<file path="src/rtl/assert_macros.svh">
// Assertion macros shared by the frame receiver RTL.
`ifndef ASSERT_MACROS_SVH
`define ASSERT_MACROS_SVH

// same-cycle implication
`define CRCFR_ASSERT_NOW(lbl, clk, rst, ante, cons) \
   lbl: assert property (@(posedge clk) disable iff (rst) (ante) |-> (cons)) \
      else $error("assertion failed");

// next-cycle implication
`define CRCFR_ASSERT_NEXT(lbl, clk, rst, ante, cons) \
   lbl: assert property (@(posedge clk) disable iff (rst) (ante) |=> (cons)) \
      else $error("assertion failed");

`endif

</file>
<file path="src/rtl/crcfr_pkg.sv">
// Types, constants and the CRC step function of the frame receiver.
`default_nettype none
package crcfr_pkg;

   localparam int PAYLOAD_BYTES = 32;
   localparam int RUN_LEN       = (PAYLOAD_BYTES < 32) ? PAYLOAD_BYTES : 32;
   localparam int STORE_AW      = 5;
   localparam int POS_W         = $clog2(PAYLOAD_BYTES + 1);
   localparam int CMDQ_DEPTH    = 2;
   localparam int CMDQ_AW       = (CMDQ_DEPTH > 1) ? $clog2(CMDQ_DEPTH) : 1;
   localparam int CMDQ_CW       = $clog2(CMDQ_DEPTH + 1);

   localparam logic [15:0] CRC_INIT = 16'hFFFF;
   localparam logic [15:0] CRC_POLY = 16'h1021;
   localparam logic [15:0] CRC_MSB  = 16'h8000;

   localparam logic [7:0] FIRST_SYNC_RESET  = 8'hAA;
   localparam logic [7:0] SECOND_SYNC_RESET = 8'h55;
   localparam logic [7:0] CMD_TYPE_RESET    = 8'h01;

   typedef enum logic [1:0] {
      EV_PROGRESS   = 2'd0,
      EV_ACCEPT     = 2'd1,
      EV_HDR_REJECT = 2'd2,
      EV_CRC_BAD    = 2'd3
   } event_type;

   typedef enum logic [1:0] {
      REG_FIRST_SYNC  = 2'd0,
      REG_SECOND_SYNC = 2'd1,
      REG_CMD_TYPE    = 2'd2
   } reg_index_type;

   typedef struct packed {
      event_type   ev;
      logic [31:0] good_count;
      logic [31:0] bad_count;
   } cmd_type;

   typedef struct packed {
      logic                en;
      logic [STORE_AW-1:0] addr;
      logic [7:0]          data;
   } store_wr_type;

   function automatic logic [15:0] crc_fold(input logic [15:0] crc, input logic [7:0] b);
      logic [15:0] c;
      c = crc ^ {b, 8'h00};
      for (int k = 0; k < 8; k++) begin
         if ((c & CRC_MSB) != 16'h0000) begin
            c = {c[14:0], 1'b0} ^ CRC_POLY;
         end else begin
            c = {c[14:0], 1'b0};
         end
      end
      return c;
   endfunction

endpackage
`default_nettype wire

</file>
<file path="src/rtl/crcfr_front.sv">
// Front end: config registers, sync hunt, header check, CRC and payload store writes.
`default_nettype none
`include "assert_macros.svh"
module crcfr_front (
   input  wire logic                   clock,
   input  wire logic                   reset,
   input  wire logic                   csr_valid,
   output logic                        csr_ready,
   input  wire logic [1:0]             csr_index,
   input  wire logic [7:0]             csr_wdata,
   input  wire logic                   req_valid,
   output logic                        req_stall,
   input  wire logic [7:0]             req_rx_byte,
   input  wire logic                   req_line_error,
   input  wire logic                   cmd_full,
   output logic                        cmd_push,
   output crcfr_pkg::cmd_type          cmd_data,
   output crcfr_pkg::store_wr_type     store_wr,
   input  wire logic                   run_done
);

   typedef enum logic [6:0] {
      PH_SYNC0   = 7'b0000001,
      PH_SYNC1   = 7'b0000010,
      PH_TYPE    = 7'b0000100,
      PH_LEN     = 7'b0001000,
      PH_PAYLOAD = 7'b0010000,
      PH_CRC_LO  = 7'b0100000,
      PH_CRC_HI  = 7'b1000000
   } phase_type;

   phase_type                      phase_ff, phase_in;
   logic [7:0]                     first_sync_ff, second_sync_ff, cmd_code_ff;
   logic [7:0]                     frame_type_ff, frame_type_in;
   logic [crcfr_pkg::POS_W-1:0]    pos_ff, pos_in;
   logic [7:0]                     crc_lo_ff, crc_lo_in;
   logic [15:0]                    crc_ff, crc_in;
   logic [31:0]                    good_ff, good_in, bad_ff, bad_in;
   logic                           busy_ff, busy_in;
   crcfr_pkg::event_type           ev;
   logic                           accept;

   assign csr_ready = 1'b1;
   assign req_stall = cmd_full || (phase_ff == PH_PAYLOAD && busy_ff);
   assign accept    = req_valid && !req_stall;

   always_ff @(posedge clock) begin
      if (reset) begin
         first_sync_ff  <= crcfr_pkg::FIRST_SYNC_RESET;
         second_sync_ff <= crcfr_pkg::SECOND_SYNC_RESET;
         cmd_code_ff    <= crcfr_pkg::CMD_TYPE_RESET;
      end else if (csr_valid && csr_ready) begin
         case (csr_index)
            crcfr_pkg::REG_FIRST_SYNC:  first_sync_ff  <= csr_wdata;
            crcfr_pkg::REG_SECOND_SYNC: second_sync_ff <= csr_wdata;
            crcfr_pkg::REG_CMD_TYPE:    cmd_code_ff    <= csr_wdata;
            default: ;
         endcase
      end
   end

   always_comb begin
      phase_in      = phase_ff;
      frame_type_in = frame_type_ff;
      pos_in        = pos_ff;
      crc_lo_in     = crc_lo_ff;
      crc_in        = crc_ff;
      good_in       = good_ff;
      bad_in        = bad_ff;
      ev            = crcfr_pkg::EV_PROGRESS;
      store_wr      = '0;
      if (accept) begin
         if (req_line_error) begin
            phase_in = PH_SYNC0;
            pos_in   = '0;
         end else begin
            case (phase_ff)
               PH_SYNC0: begin
                  if (req_rx_byte == first_sync_ff) phase_in = PH_SYNC1;
               end
               PH_SYNC1: begin
                  if (req_rx_byte == second_sync_ff) begin
                     phase_in = PH_TYPE;
                     crc_in   = crcfr_pkg::CRC_INIT;
                  end else if (req_rx_byte != first_sync_ff) begin
                     phase_in = PH_SYNC0;
                  end
               end
               PH_TYPE: begin
                  frame_type_in = req_rx_byte;
                  crc_in        = crcfr_pkg::crc_fold(crcfr_pkg::CRC_INIT, req_rx_byte);
                  phase_in      = PH_LEN;
               end
               PH_LEN: begin
                  pos_in = '0;
                  crc_in = crcfr_pkg::crc_fold(crc_ff, req_rx_byte);
                  if (frame_type_ff == cmd_code_ff
                      && req_rx_byte == 8'(crcfr_pkg::PAYLOAD_BYTES)) begin
                     phase_in = PH_PAYLOAD;
                  end else begin
                     bad_in   = bad_ff + 32'd1;
                     ev       = crcfr_pkg::EV_HDR_REJECT;
                     phase_in = PH_SYNC0;
                  end
               end
               PH_PAYLOAD: begin
                  store_wr.en   = (pos_ff < crcfr_pkg::POS_W'(crcfr_pkg::RUN_LEN));
                  store_wr.addr = pos_ff[crcfr_pkg::STORE_AW-1:0];
                  store_wr.data = req_rx_byte;
                  crc_in        = crcfr_pkg::crc_fold(crc_ff, req_rx_byte);
                  pos_in        = pos_ff + crcfr_pkg::POS_W'(1);
                  if (pos_ff == crcfr_pkg::POS_W'(crcfr_pkg::PAYLOAD_BYTES - 1)) begin
                     phase_in = PH_CRC_LO;
                  end
               end
               PH_CRC_LO: begin
                  crc_lo_in = req_rx_byte;
                  phase_in  = PH_CRC_HI;
               end
               PH_CRC_HI: begin
                  phase_in = PH_SYNC0;
                  pos_in   = '0;
                  if (crc_ff == {req_rx_byte, crc_lo_ff}) begin
                     good_in = good_ff + 32'd1;
                     ev      = crcfr_pkg::EV_ACCEPT;
                  end else begin
                     bad_in = bad_ff + 32'd1;
                     ev     = crcfr_pkg::EV_CRC_BAD;
                  end
               end
               default: begin
                  phase_in = PH_SYNC0;
                  pos_in   = '0;
               end
            endcase
         end
      end
   end

   assign cmd_push            = accept;
   assign cmd_data.ev         = ev;
   assign cmd_data.good_count = good_in;
   assign cmd_data.bad_count  = bad_in;

   always_comb begin
      busy_in = busy_ff;
      if (run_done) busy_in = 1'b0;
      if (cmd_push && ev == crcfr_pkg::EV_ACCEPT) busy_in = 1'b1;
   end

   always_ff @(posedge clock) begin
      if (reset) begin
         phase_ff      <= PH_SYNC0;
         frame_type_ff <= '0;
         pos_ff        <= '0;
         crc_lo_ff     <= '0;
         crc_ff        <= crcfr_pkg::CRC_INIT;
         good_ff       <= '0;
         bad_ff        <= '0;
         busy_ff       <= 1'b0;
      end else begin
         phase_ff      <= phase_in;
         frame_type_ff <= frame_type_in;
         pos_ff        <= pos_in;
         crc_lo_ff     <= crc_lo_in;
         crc_ff        <= crc_in;
         good_ff       <= good_in;
         bad_ff        <= bad_in;
         busy_ff       <= busy_in;
      end
   end

   // store must not be overwritten while a burst still reads it
   `CRCFR_ASSERT_NOW(a_store_guard, clock, reset, busy_ff && !run_done, !store_wr.en)
   `CRCFR_ASSERT_NOW(a_one_burst, clock, reset, busy_ff && !run_done,
                     !(cmd_push && cmd_data.ev == crcfr_pkg::EV_ACCEPT))

endmodule
`default_nettype wire

</file>
<file path="src/rtl/crcfr_cmd_fifo.sv">
// Small command queue between front end and result emitter.
`default_nettype none
`include "assert_macros.svh"
module crcfr_cmd_fifo (
   input  wire logic               clock,
   input  wire logic               reset,
   input  wire logic               push,
   input  wire crcfr_pkg::cmd_type push_data,
   input  wire logic               pop,
   output crcfr_pkg::cmd_type      head,
   output logic                    full,
   output logic                    empty
);

   crcfr_pkg::cmd_type                entry_ff [crcfr_pkg::CMDQ_DEPTH];
   logic [crcfr_pkg::CMDQ_AW-1:0]     wr_ptr_ff, rd_ptr_ff;
   logic [crcfr_pkg::CMDQ_CW-1:0]     count_ff;

   localparam logic [crcfr_pkg::CMDQ_AW-1:0] LAST_PTR =
      crcfr_pkg::CMDQ_AW'(crcfr_pkg::CMDQ_DEPTH - 1);

   assign full  = (count_ff == crcfr_pkg::CMDQ_CW'(crcfr_pkg::CMDQ_DEPTH));
   assign empty = (count_ff == '0);
   assign head  = entry_ff[rd_ptr_ff];

   always_ff @(posedge clock) begin
      if (push) entry_ff[wr_ptr_ff] <= push_data;
   end

   always_ff @(posedge clock) begin
      if (reset) begin
         wr_ptr_ff <= '0;
         rd_ptr_ff <= '0;
         count_ff  <= '0;
      end else begin
         if (push) begin
            wr_ptr_ff <= (wr_ptr_ff == LAST_PTR) ? '0 : wr_ptr_ff + crcfr_pkg::CMDQ_AW'(1);
         end
         if (pop) begin
            rd_ptr_ff <= (rd_ptr_ff == LAST_PTR) ? '0 : rd_ptr_ff + crcfr_pkg::CMDQ_AW'(1);
         end
         if (push && !pop)      count_ff <= count_ff + crcfr_pkg::CMDQ_CW'(1);
         else if (pop && !push) count_ff <= count_ff - crcfr_pkg::CMDQ_CW'(1);
      end
   end

   `CRCFR_ASSERT_NOW(a_no_overflow, clock, reset, push, !full)
   `CRCFR_ASSERT_NOW(a_no_underflow, clock, reset, pop, !empty)

endmodule
`default_nettype wire

</file>
<file path="src/rtl/crcfr_back.sv">
// Result emitter: payload store, burst sequencer and output register.
`default_nettype none
`include "assert_macros.svh"
module crcfr_back (
   input  wire logic                    clock,
   input  wire logic                    reset,
   input  wire crcfr_pkg::store_wr_type store_wr,
   input  wire logic                    cmd_empty,
   input  wire crcfr_pkg::cmd_type      cmd_head,
   output logic                         cmd_pop,
   output logic                         run_done,
   output logic                         rsp_valid,
   input  wire logic                    rsp_stall,
   output logic [1:0]                   rsp_event_code,
   output logic [7:0]                   rsp_payload_byte,
   output logic [4:0]                   rsp_payload_index,
   output logic                         rsp_last_of_run,
   output logic [31:0]                  rsp_good_frame_count,
   output logic [31:0]                  rsp_bad_frame_count
);

   localparam logic [crcfr_pkg::STORE_AW-1:0] LAST_IDX =
      crcfr_pkg::STORE_AW'(crcfr_pkg::RUN_LEN - 1);

   logic [7:0]                     store_mem [crcfr_pkg::RUN_LEN];
   logic                           run_ff;
   logic [crcfr_pkg::STORE_AW-1:0] run_idx_ff;
   crcfr_pkg::cmd_type             run_cmd_ff;
   logic                           s1_valid_ff, s1_last_ff;
   logic [crcfr_pkg::STORE_AW-1:0] s1_idx_ff;
   crcfr_pkg::cmd_type             s1_cmd_ff;
   logic [7:0]                     rd_data_ff;
   logic                           out_valid_ff, out_last_ff;
   logic [1:0]                     out_ev_ff;
   logic [7:0]                     out_byte_ff;
   logic [4:0]                     out_idx_ff;
   logic [31:0]                    out_good_ff, out_bad_ff;

   logic                           adv2, s1_free, issue_run, issue_pop, head_good;
   logic                           issue_last, s1_good;
   logic [crcfr_pkg::STORE_AW-1:0] issue_idx;

   assign adv2      = !out_valid_ff || !rsp_stall;
   assign s1_free   = !s1_valid_ff || adv2;
   assign issue_run = run_ff && s1_free;
   assign issue_pop = !run_ff && !cmd_empty && s1_free;
   assign head_good = (cmd_head.ev == crcfr_pkg::EV_ACCEPT);
   assign issue_idx = run_ff ? run_idx_ff : '0;
   assign cmd_pop   = issue_pop;

   always_comb begin
      if (run_ff)         issue_last = (run_idx_ff == LAST_IDX);
      else if (head_good) issue_last = (crcfr_pkg::RUN_LEN == 1);
      else                issue_last = 1'b1;
   end

   assign run_done = (issue_run || (issue_pop && head_good)) && issue_last;

   always_ff @(posedge clock) begin
      if (store_wr.en) store_mem[store_wr.addr] <= store_wr.data;
   end

   always_ff @(posedge clock) begin
      if (s1_free) begin
         rd_data_ff <= store_mem[issue_idx];
         s1_cmd_ff  <= run_ff ? run_cmd_ff : cmd_head;
         s1_idx_ff  <= issue_idx;
         s1_last_ff <= issue_last;
      end
      if (issue_pop) run_cmd_ff <= cmd_head;
   end

   always_ff @(posedge clock) begin
      if (reset) begin
         run_ff      <= 1'b0;
         run_idx_ff  <= '0;
         s1_valid_ff <= 1'b0;
      end else begin
         if (s1_free) s1_valid_ff <= issue_run || issue_pop;
         if (issue_run) begin
            run_idx_ff <= run_idx_ff + crcfr_pkg::STORE_AW'(1);
            if (issue_last) run_ff <= 1'b0;
         end else if (issue_pop && head_good && !issue_last) begin
            run_ff     <= 1'b1;
            run_idx_ff <= crcfr_pkg::STORE_AW'(1);
         end
      end
   end

   assign s1_good = (s1_cmd_ff.ev == crcfr_pkg::EV_ACCEPT);

   always_ff @(posedge clock) begin
      if (adv2) begin
         out_ev_ff   <= s1_cmd_ff.ev;
         out_byte_ff <= s1_good ? rd_data_ff : 8'h00;
         out_idx_ff  <= s1_good ? 5'(s1_idx_ff) : 5'd0;
         out_last_ff <= s1_last_ff;
         out_good_ff <= s1_cmd_ff.good_count;
         out_bad_ff  <= s1_cmd_ff.bad_count;
      end
   end

   always_ff @(posedge clock) begin
      if (reset) begin
         out_valid_ff <= 1'b0;
      end else if (adv2) begin
         out_valid_ff <= s1_valid_ff;
      end
   end

   assign rsp_valid            = out_valid_ff;
   assign rsp_event_code       = out_ev_ff;
   assign rsp_payload_byte     = out_byte_ff;
   assign rsp_payload_index    = out_idx_ff;
   assign rsp_last_of_run      = out_last_ff;
   assign rsp_good_frame_count = out_good_ff;
   assign rsp_bad_frame_count  = out_bad_ff;

   `CRCFR_ASSERT_NOW(a_plain_result, clock, reset,
                     out_valid_ff && out_ev_ff != crcfr_pkg::EV_ACCEPT,
                     out_byte_ff == 8'h00 && out_idx_ff == 5'd0 && out_last_ff)
   `CRCFR_ASSERT_NEXT(a_run_ends, clock, reset, issue_run && issue_last, !run_ff)

endmodule
`default_nettype wire

</file>
<file path="src/rtl/crc_checked_frame_receiver_core.sv">
// Top level of the sync-header frame receiver with CRC-16 check.
`default_nettype none
// Receives one serial byte per item, hunts for the two configured sync bytes,
// checks the type and length header, buffers the 32-byte payload and checks a
// CRC-16 (poly 0x1021, init 0xFFFF, sent low byte first) over type, length and
// payload. Each byte item yields one result, except the closing byte of a good
// frame, which yields 32 payload results, the last one marked. The front end
// takes one byte per cycle; it stalls on the first payload byte of a frame
// while the previous good frame's payload is still being read out of the
// single payload store, and whenever the two-entry command queue is full. The
// emitter delivers one result per cycle while the output is not stalled. An
// item's first result passes through the command queue, the store-read
// register and the output register. Config writes are always ready and are
// registered, so a byte taken with a write still sees the old value.
module crc_checked_frame_receiver_core (
   input  wire logic        clock,
   input  wire logic        reset,
   input  wire logic        csr_valid,
   output logic             csr_ready,
   input  wire logic [1:0]  csr_index,
   input  wire logic [7:0]  csr_wdata,
   input  wire logic        req_valid,
   output logic             req_stall,
   input  wire logic [7:0]  req_rx_byte,
   input  wire logic        req_line_error,
   output logic             rsp_valid,
   input  wire logic        rsp_stall,
   output logic [1:0]       rsp_event_code,
   output logic [7:0]       rsp_payload_byte,
   output logic [4:0]       rsp_payload_index,
   output logic             rsp_last_of_run,
   output logic [31:0]      rsp_good_frame_count,
   output logic [31:0]      rsp_bad_frame_count
);

   crcfr_pkg::cmd_type      cmd_push_data, cmd_head;
   crcfr_pkg::store_wr_type store_wr;
   logic                    cmd_push, cmd_pop, cmd_full, cmd_empty, run_done;

   crcfr_front u_front (
      .clock          (clock),
      .reset          (reset),
      .csr_valid      (csr_valid),
      .csr_ready      (csr_ready),
      .csr_index      (csr_index),
      .csr_wdata      (csr_wdata),
      .req_valid      (req_valid),
      .req_stall      (req_stall),
      .req_rx_byte    (req_rx_byte),
      .req_line_error (req_line_error),
      .cmd_full       (cmd_full),
      .cmd_push       (cmd_push),
      .cmd_data       (cmd_push_data),
      .store_wr       (store_wr),
      .run_done       (run_done)
   );

   crcfr_cmd_fifo u_cmd_fifo (
      .clock     (clock),
      .reset     (reset),
      .push      (cmd_push),
      .push_data (cmd_push_data),
      .pop       (cmd_pop),
      .head      (cmd_head),
      .full      (cmd_full),
      .empty     (cmd_empty)
   );

   crcfr_back u_back (
      .clock                (clock),
      .reset                (reset),
      .store_wr             (store_wr),
      .cmd_empty            (cmd_empty),
      .cmd_head             (cmd_head),
      .cmd_pop              (cmd_pop),
      .run_done             (run_done),
      .rsp_valid            (rsp_valid),
      .rsp_stall            (rsp_stall),
      .rsp_event_code       (rsp_event_code),
      .rsp_payload_byte     (rsp_payload_byte),
      .rsp_payload_index    (rsp_payload_index),
      .rsp_last_of_run      (rsp_last_of_run),
      .rsp_good_frame_count (rsp_good_frame_count),
      .rsp_bad_frame_count  (rsp_bad_frame_count)
   );

endmodule
`default_nettype wire
</file>
<file path="config.mk">
export PLATFORM = sky130hd
export DESIGN_NAME = crc_checked_frame_receiver_core
export DESIGN_NICKNAME = d
export VERILOG_FILES = /design/src/rtl/crcfr_pkg.sv /design/src/rtl/crcfr_front.sv /design/src/rtl/crcfr_cmd_fifo.sv /design/src/rtl/crcfr_back.sv /design/src/rtl/crc_checked_frame_receiver_core.sv
export VERILOG_INCLUDE_DIRS = /design/src /design/src/rtl
export SDC_FILE = /design/constraint.sdc
export NUM_CORES = 1
export LEC_CHECK = 0
export BUFFER_PORTS_ARGS = -buffer_cell sky130_fd_sc_hd__buf_4
export CELL_PAD_IN_SITES_DETAIL_PLACEMENT = 1
export CELL_PAD_IN_SITES_GLOBAL_PLACEMENT = 1
export CORE_MARGIN = 1
export CORE_UTILIZATION = 55
export CTS_BUF_LIST = sky130_fd_sc_hd__clkbuf_4
export DETAILED_ROUTE_END_ITERATION = 8
export GPL_TIMING_DRIVEN = 0
export HOLD_SLACK_MARGIN = 0.1
export PLACE_DENSITY_LB_ADDON = 0.1
export REMOVE_ABC_BUFFERS = 1
export SKIP_CTS_REPAIR_TIMING = 1
export SLEW_MARGIN = 0
export SYNTH_ARGS = -nofsm -noshare
export SYNTH_HDL_FRONTEND = slang
export SYNTH_SLANG_ARGS = --single-unit
</file>
<file path="constraint.sdc">
create_clock -name clock -period 5.3 [get_ports clock]
set_input_delay 1.59 -clock clock [delete_from_list [all_inputs] [get_ports clock]]
set_output_delay 1.59 -clock clock [all_outputs]
set_load 0.01 [all_outputs]
</file>
==> Word-level counts from Yosys, hierarchy flattened <==
Memory sizes are Yosys's and may differ from the RTL's. A register that Yosys moved wholly into a read port is not among the register bits.
Index checks and enable logic that the tools add are counted.
{ "totals": {"out_inout_bits": 83, "inputBits": 24, "regBits": 364, "mem_bits_rw": 388, "n_memories": 2, "word_cells": 273} }
{ "classes": {"bitwise": 26, "n_reduce_logical": 42, "n_eq_ne": 27, "n_mux": 135, "addsub": 8, "n_lt_le_gt_ge": 1} }
{ "memory_table": {"columns": ["memory", "depth", "width", "read_ports", "rd_clocked_by_memory_dff", "wr", "line_no", "rtl"], "rows": [
  ["u_back.store_mem", 32, 8, 1, 1, 1, "crcfr_back.sv:25", "logic [7:0] store_mem [crcfr_pkg::RUN_LEN];"],
  ["u_cmd_fifo.entry_ff", 2, 66, 1, 1, 1, "crcfr_cmd_fifo.sv:15", "crcfr_pkg::cmd_type entry_ff [crcfr_pkg::CMDQ_DEPTH];"]
]} }
{ "op_table": {"columns": ["cell", "n"], "rows": [
  ["16-bit two-way mux", 64],
  ["13-bit two-way mux", 23],
  ["32-bit two-way mux", 8],
  ["3-bit NOT", 23],
  ["66-bit two-way mux", 1],
  ["32-bit by 1-bit adder with 32-bit output, second input constant", 2],
  ["16-bit case mux with 4 select lines", 1],
  ["32-bit case mux with 2 select lines", 1],
  ["14-bit two-way mux", 3],
  ["7-bit case mux with 6 select lines", 1],
  ["7-bit two-way mux", 5],
  ["8-bit == test", 3],
  ["5-bit two-way mux", 4],
  ["16-bit == test", 1],
  ["16-bit NOT", 1],
  ["16-bit bitwise XOR", 1],
  ["1-bit two-way mux", 15],
  ["1-bit logical AND", 12],
  ["2-bit two-way mux", 6],
  ["6-bit case mux with 2 select lines", 1],
  ["2-bit AND reduction", 5],
  ["1-bit logical NOT", 9],
  ["2-bit by 1-bit == test with 1-bit output, second input constant", 4],
  ["8-bit by 6-bit == test with 1-bit output, second input constant", 1],
  ["32 further kinds", 44]
]} }

==> Logic depth before layout (Yosys ltp) <==
{ "logic_depth": {"depth_word": 39, "depth_mapped": 9, "ltp_nobuf": 8} }

==> Cells and area by module <==
A second synthesis with hierarchy kept.
{ "unflattened": {"cells_unflattened": 2164, "hier_area_um2": 31873.1} }
{ "modules_own_cells": {"columns": ["mod", "seq_area_each_um2", "n_inst", "cells_per_inst", "area_each_um2"], "rows": [
  ["crcfr_back", 14634.0, 1, 1003, 18579.1],
  ["crcfr_front", 2682.6, 1, 934, 8316.7],
  ["crcfr_cmd_fifo", 4063.9, 1, 227, 4977.3]
]} }

==> Least setup slack after synthesis <==
No wires, ideal clock.
{ "synth_timing": {"kind": "input -> register", "from": "in req_valid", "to": "mem u_cmd_fifo.entry_ff[0][0] (netlist bit) (enable)", "arrival_ns": 4.473, "n_path_buf": 0, "setup_time_ns": 0.491, "path_stages": 2, "t_required_ns": 4.809, "path_slack_ns": 0.337, "cell_sequence": "nand3_1 -> nor2_1"} }
{ "synth_via": {"elab_chain_cells": 3} }
{ "synth_lines": {"columns": ["item", "line_no", "rtl"], "rows": [
  ["start, declared", "crc_checked_frame_receiver_core.sv:22", "input wire logic req_valid,"],
  ["1-bit logical AND", "crcfr_front.sv:45", "assign accept = req_valid && !req_stall;"],
  ["1-bit two-way mux", "crcfr_cmd_fifo.sv:27", "if (push) entry_ff[wr_ptr_ff] <= push_data;"],
  ["1-bit two-way mux (implied by the code)", "crcfr_cmd_fifo.sv:27", null],
  ["end, declared", "crcfr_cmd_fifo.sv:15", null]
]} }
No other way between the ends.

==> Worst setup path after layout <==
{ "layout_timing": {"from": "reg u_front.phase_ff[5]", "to": "out req_stall"} }
{ "layout_via": {"elab_chain_cells": 3} }
{ "layout_lines": {"columns": ["item", "line_no", "rtl"], "rows": [
  ["start, declared", "crcfr_front.sv:32", "phase_type phase_ff, phase_in;"],
  ["start signal, assigned", "crcfr_front.sv:162", "phase_ff <= phase_in;"],
  ["7-bit by 5-bit == test with 1-bit output", "crcfr_front.sv:44", "assign req_stall = cmd_full || (phase_ff == PH_PAYLOAD && busy_ff);"],
  ["1-bit logical AND", "crcfr_front.sv:44", null],
  ["1-bit logical OR", "crcfr_front.sv:44", null],
  ["end, declared", "crc_checked_frame_receiver_core.sv:23", "output logic req_stall,"]
]} }
No other way between the ends.

==> impl_summary.log <==
[metrics] summed instance area of the synthesized netlist: 30630 µm²
[metrics] average wire per cell in the routed design: 21.38 µm
[metrics] number of flops mapped to enable cells by yosys: between 600 and 700
[metrics] antenna-violating nets left: 0
[metrics] data required time at the worst endpoint: 3.71 ns
[metrics] Gate Count Post-Synth: 2012
[metrics] sink count of the clock tree: 761
[metrics] Yosys Warn Count: 0
[metrics] gate family responsible for the most delay along the worst path: simple AND/OR/NAND/NOR gates
[metrics] routed vias: between 15000 and 20000
[metrics] Critical Path Fanout Max: 10
[metrics] Crit path buffers/inverters: 1
[metrics] Crit path arrival time: 2.75 ns
[metrics] kind of capture point of the worst setup path: output port
[metrics] final cycle utilization of the critical path: 81.93%
[metrics] clock transition at the register clock pins on the worst setup and hold paths after CTS: 0.07 ns
[metrics] Final Total Pwr: roughly 0.015 W
[metrics] capture instance of the worst register-to-register path: u_back.rd_data_ff[6]$_DFFE_PN_
[metrics] final setup fails: 0
[metrics] number of nets in the layout: 2254
[metrics] unrepaired setup endpoints after global routing: false
[metrics] overall track demand over capacity in global routing: 24.43%
[metrics] reg-to-reg slack, setup: 1.19 ns
[metrics] transition time of the tightest slew-check pin: 1.348 ns
[metrics] worst skew pair latency: 1.03 ns
[metrics] weighted congestion reported at the end of routability-driven placement: 0.7878
[metrics] dominant cell type by area after synthesis: sky130_fd_sc_hd__edfxtp_1
[metrics] instance count after placement with tap cells included: 2778
[metrics] I/O pin total: 107
[metrics] number of global-route vias before repair: 19390
[metrics] cell area reported after detailed placement: 32370 µm²
[metrics] worst slack, placed: 0.4138 ns
[metrics] H-tree level count: 4
[metrics] crit path cell chain: nor4_4 -> nand3_1 -> nand2_1 -> buf_4
[metrics] initial standard-cell utilization of the core: 55.60%
[metrics] part of the power in registers: a little over half
[metrics] Post-route DRC: 0
[metrics] first-pass GRT wire length: about 110 mm
[metrics] core outline area: 55090 µm²
[metrics] Max Clk Rate: 0.2303 GHz
[metrics] switch share: between 20% and 30%
[metrics] Critical-path top delay cell: sky130_fd_sc_hd__nor4_4
[metrics] normalized max-slew margin: 10.15%
[metrics] detailed placement HPWL: between 40 and 50 mm
[metrics] Comb power frac: about 15%
[metrics] worst hold start: u_back.s1_cmd_ff[26]$_DFFE_PN_
[metrics] Worst Hold Depth: 0
[metrics] DRT Pass-1 Iters: 6
[metrics] Layout area overhead: 13.86%
[metrics] ratio of cells with drive above 1 in the final layout: 28.45%
[metrics] standard-cell rows: 86
[metrics] largest net degree at the start of global routing: 121
[metrics] synthesized flop and latch total: ~760
[metrics] number of hold violations in the final report: 0
[metrics] cell types with the largest area share after synthesis: sky130_fd_sc_hd__edfxtp_1, sky130_fd_sc_hd__dfxtp_1, sky130_fd_sc_hd__mux2_2
[metrics] launch point of the worst reg-to-reg path: u_back.run_ff$_SDFFE_PP0P_
[metrics] DR iter-0 viols: just under 1000
[metrics] Layout Cells excl Fill: between 3000 and 4000
[metrics] type of the worst setup path: reg -> out
[metrics] total count of max-transition violations in the final report: 0
[metrics] clock tree from TritonCTS: yes
[metrics] total gr overflow: 0
[metrics] overall die width: between 200 and 250 µm
[metrics] input/output buffers: 105
[metrics] post-route clock skew: 0.06597 ns
[metrics] Max stage delay on crit path: 0.57 ns
[metrics] final critical path time including I/O delays and setup: between 4 and 5 ns
[metrics] Mean Syn Cell Area: 15.22 µm²
[metrics] async set or reset register ratio after synthesis: 0%
[metrics] worst vdd ir: 0.2161 mV
[metrics] vias per cell: 5.628
[metrics] Unique masters post-synth: 66
[metrics] net switching power figure: 0.003912 W
[metrics] fill cell instance count of the final layout: around 5200
[metrics] Hold Crit Endpoint: u_back.rsp_bad_frame_count[26]$_DFFE_PP_
[metrics] Static Leak: 13.03 nW
[metrics] final wirelength: 67.06 mm
[metrics] number of buffers on the longest clock path: 3
[metrics] Clock Power Share: 32.3%
[metrics] FF-to-FF path depth: 7
[metrics] antenna violations before repair: 2
[metrics] top flip-flop cell by instance count after synthesis: sky130_fd_sc_hd__edfxtp_1
[metrics] Seq/Total Area, Yosys: 69.80%
[metrics] Cell Int Power: roughly 0.011 W
[metrics] status: finished clean
[metrics] hold crit path type: reg -> reg
[metrics] PD cells: 439.3 nW/µm²
[metrics] critical path startpoint category: flop
[metrics] overall die area: 56640 µm²
[metrics] clock buffers created by TritonCTS: 192
[metrics] Clock Root Buffer: sky130_fd_sc_hd__clkbuf_4
[metrics] area share of the largest cell type after synthesis: 60.20%
[metrics] cell area after layout: roughly 35000 µm²
[metrics] height of the die: approximately 240 µm
[metrics] worst setup margin: 0.9575 ns
[metrics] number of maximum-capacitance violations: 0
layout make-up:
type / instances / area, µm² / share of cell area, %
multi-input combinational: 1122 / 8798 / 25.23
inverter: 23 / 88.84 / 0.2547
clock inverter: 69 / 356.6 / 1.022
timing repair buffer: 124 / 1160 / 3.326
antenna: 5 / 12.51 / 0.03588
sequential: 761 / 21390 / 61.34
tap: 748 / 935.9 / 2.684
clock buffer: 284 / 2132 / 6.113
cells by family after synthesis:
logic type      count (synthesis)  share of synthesized area (%)
simple gates                  581                          9.640
flops                         761                          69.80
xor+xnor                      121                          3.509
compound gates                151                          3.223
mux                           262                          11.85
buf+inv                       129                          1.720
fa+ha+maj                       6                         0.2451
other cells                     1                        0.01224
flip-flops by register name (all words and copies together), names as in the netlist, 2 cells and up, named ones only:
register and cells:
u_back.rsp_bad_frame_count 32, u_front.first_sync_ff 8, u_front.crc_lo_ff 8, u_back.s1_cmd_ff 66, u_back.run_idx_ff 5, u_cmd_fifo.count_ff 2, u_front.bad_ff 32, u_front.good_ff 32
u_front.crc_ff 16, u_back.s1_idx_ff 5, u_front.second_sync_ff 8, u_front.cmd_code_ff 8, u_back.rsp_event_code 2, u_back.store_mem 256, u_front.pos_ff 6, u_front.frame_type_ff 8
u_cmd_fifo.entry_ff 132, u_back.rd_data_ff 8, u_back.rsp_good_frame_count 32, u_front.phase_ff 7, u_back.run_cmd_ff 66, u_back.rsp_payload_byte 8, u_back.rsp_payload_index 5
worst max-delay path by stage:
stage	start	end	slack (ns)	cells past startpoint
2_1_floorplan	req_valid	u_cmd_fifo.entry_ff[0][0]$_DFFE_PP_	0.34	2
3_3_place_gp	u_back.run_ff$_SDFFE_PP0P_	u_back.rd_data_ff[5]$_DFFE_PN_	-1.95	7
3_5_place_dp	req_rx_byte[7]	u_front.bad_ff[9]$_SDFF_PP0_	0.41	7
4_1_cts	u_front.phase_ff[5]$_SDFFE_PP0P_	req_stall	0.80	4
5_1_grt	u_front.phase_ff[5]$_SDFFE_PP0P_	req_stall	0.69	4
6_report	u_front.phase_ff[5]$_SDFFE_PP0P_	req_stall	0.96	4
Yosys cell counts, drive strengths merged (34+ instances only):
master / count
nand3: 67
dfxtp: 147
and2: 55
buf: 41
a21oi: 49
o21ai: 34
edfxtp: 614
nor2: 123
mux2: 164
nor2b: 35
xnor2: 65
nand2: 158
xor2: 55
mux2i: 34
mux4: 64
clkbuf: 65
per-stage QoR:
stage	utilization (%)	hold slack (ns)	setup TNS, ns
6_report	63.30	0.4139	0
4_1_cts	63.28	0.4157	0
3_3_place_gp	57.93	0.4011	-230.57
5_1_grt	63.30	0.4195	0
3_5_place_dp	58.76	0.4057	0
2_1_floorplan	-	0.4003	0
power groups by stage:
stage | logic, W | clock network [W] | registers, W
after floorplan | 0.00104 | 0 | 0.00838
after global placement | 0.00198 | 0 | 0.00839
after detailed placement | 0.00227 | 0 | 0.00827
after CTS | 0.00229 | 0.00511 | 0.00815
after global routing | 0.00242 | 0.00538 | 0.00824
final | 0.00224 | 0.00496 | 0.00813
cells in the final DEF (no fill, tap or decap), types with 10 or more instances in the layout:
cell type	synthesis	final
sky130_fd_sc_hd__edfxtp_1	614	614
sky130_fd_sc_hd__clkbuf_4	0	284
sky130_fd_sc_hd__nand2_1	158	157
sky130_fd_sc_hd__mux2_2	157	157
sky130_fd_sc_hd__dfxtp_1	147	143
sky130_fd_sc_hd__nor2_1	123	122
sky130_fd_sc_hd__buf_4	4	108
sky130_fd_sc_hd__nand3_1	67	66
sky130_fd_sc_hd__xnor2_1	65	65
sky130_fd_sc_hd__mux4_2	64	64
sky130_fd_sc_hd__clkinv_1	1	55
sky130_fd_sc_hd__xor2_1	55	55
sky130_fd_sc_hd__and2_1	55	52
sky130_fd_sc_hd__a21oi_1	49	49
sky130_fd_sc_hd__nor2b_1	35	35
sky130_fd_sc_hd__mux2i_1	34	34
sky130_fd_sc_hd__o21ai_0	33	33
sky130_fd_sc_hd__nor4_1	27	23
sky130_fd_sc_hd__or3_1	22	22
sky130_fd_sc_hd__inv_1	22	21
sky130_fd_sc_hd__nand4_1	19	19
sky130_fd_sc_hd__and3_1	15	15
sky130_fd_sc_hd__nor3_1	16	15
sky130_fd_sc_hd__a211oi_1	11	11
sky130_fd_sc_hd__a211o_1	10	10
metal layers:
layer  vias up  track usage, %  wire length [µm]
met4         0           8.547              1379
met1      8964           30.09             27930
met3       124           6.155              3197
li1       8139               -                 -
met5         -               0                 0
met2       421           41.95             34560
worst reg2reg max path: stages (launching register included):
cell and delay, ns:
sky130_fd_sc_hd__dfxtp_4 0.45, sky130_fd_sc_hd__nand2_1 0.96, sky130_fd_sc_hd__clkinv_1 1.16, sky130_fd_sc_hd__and2_1 0.44, sky130_fd_sc_hd__a211oi_1 0.36, sky130_fd_sc_hd__a311oi_1 0.15, sky130_fd_sc_hd__a31oi_1 0.29, sky130_fd_sc_hd__inv_1 0.07
Note: power is estimated with default switching activity, not from simulation.
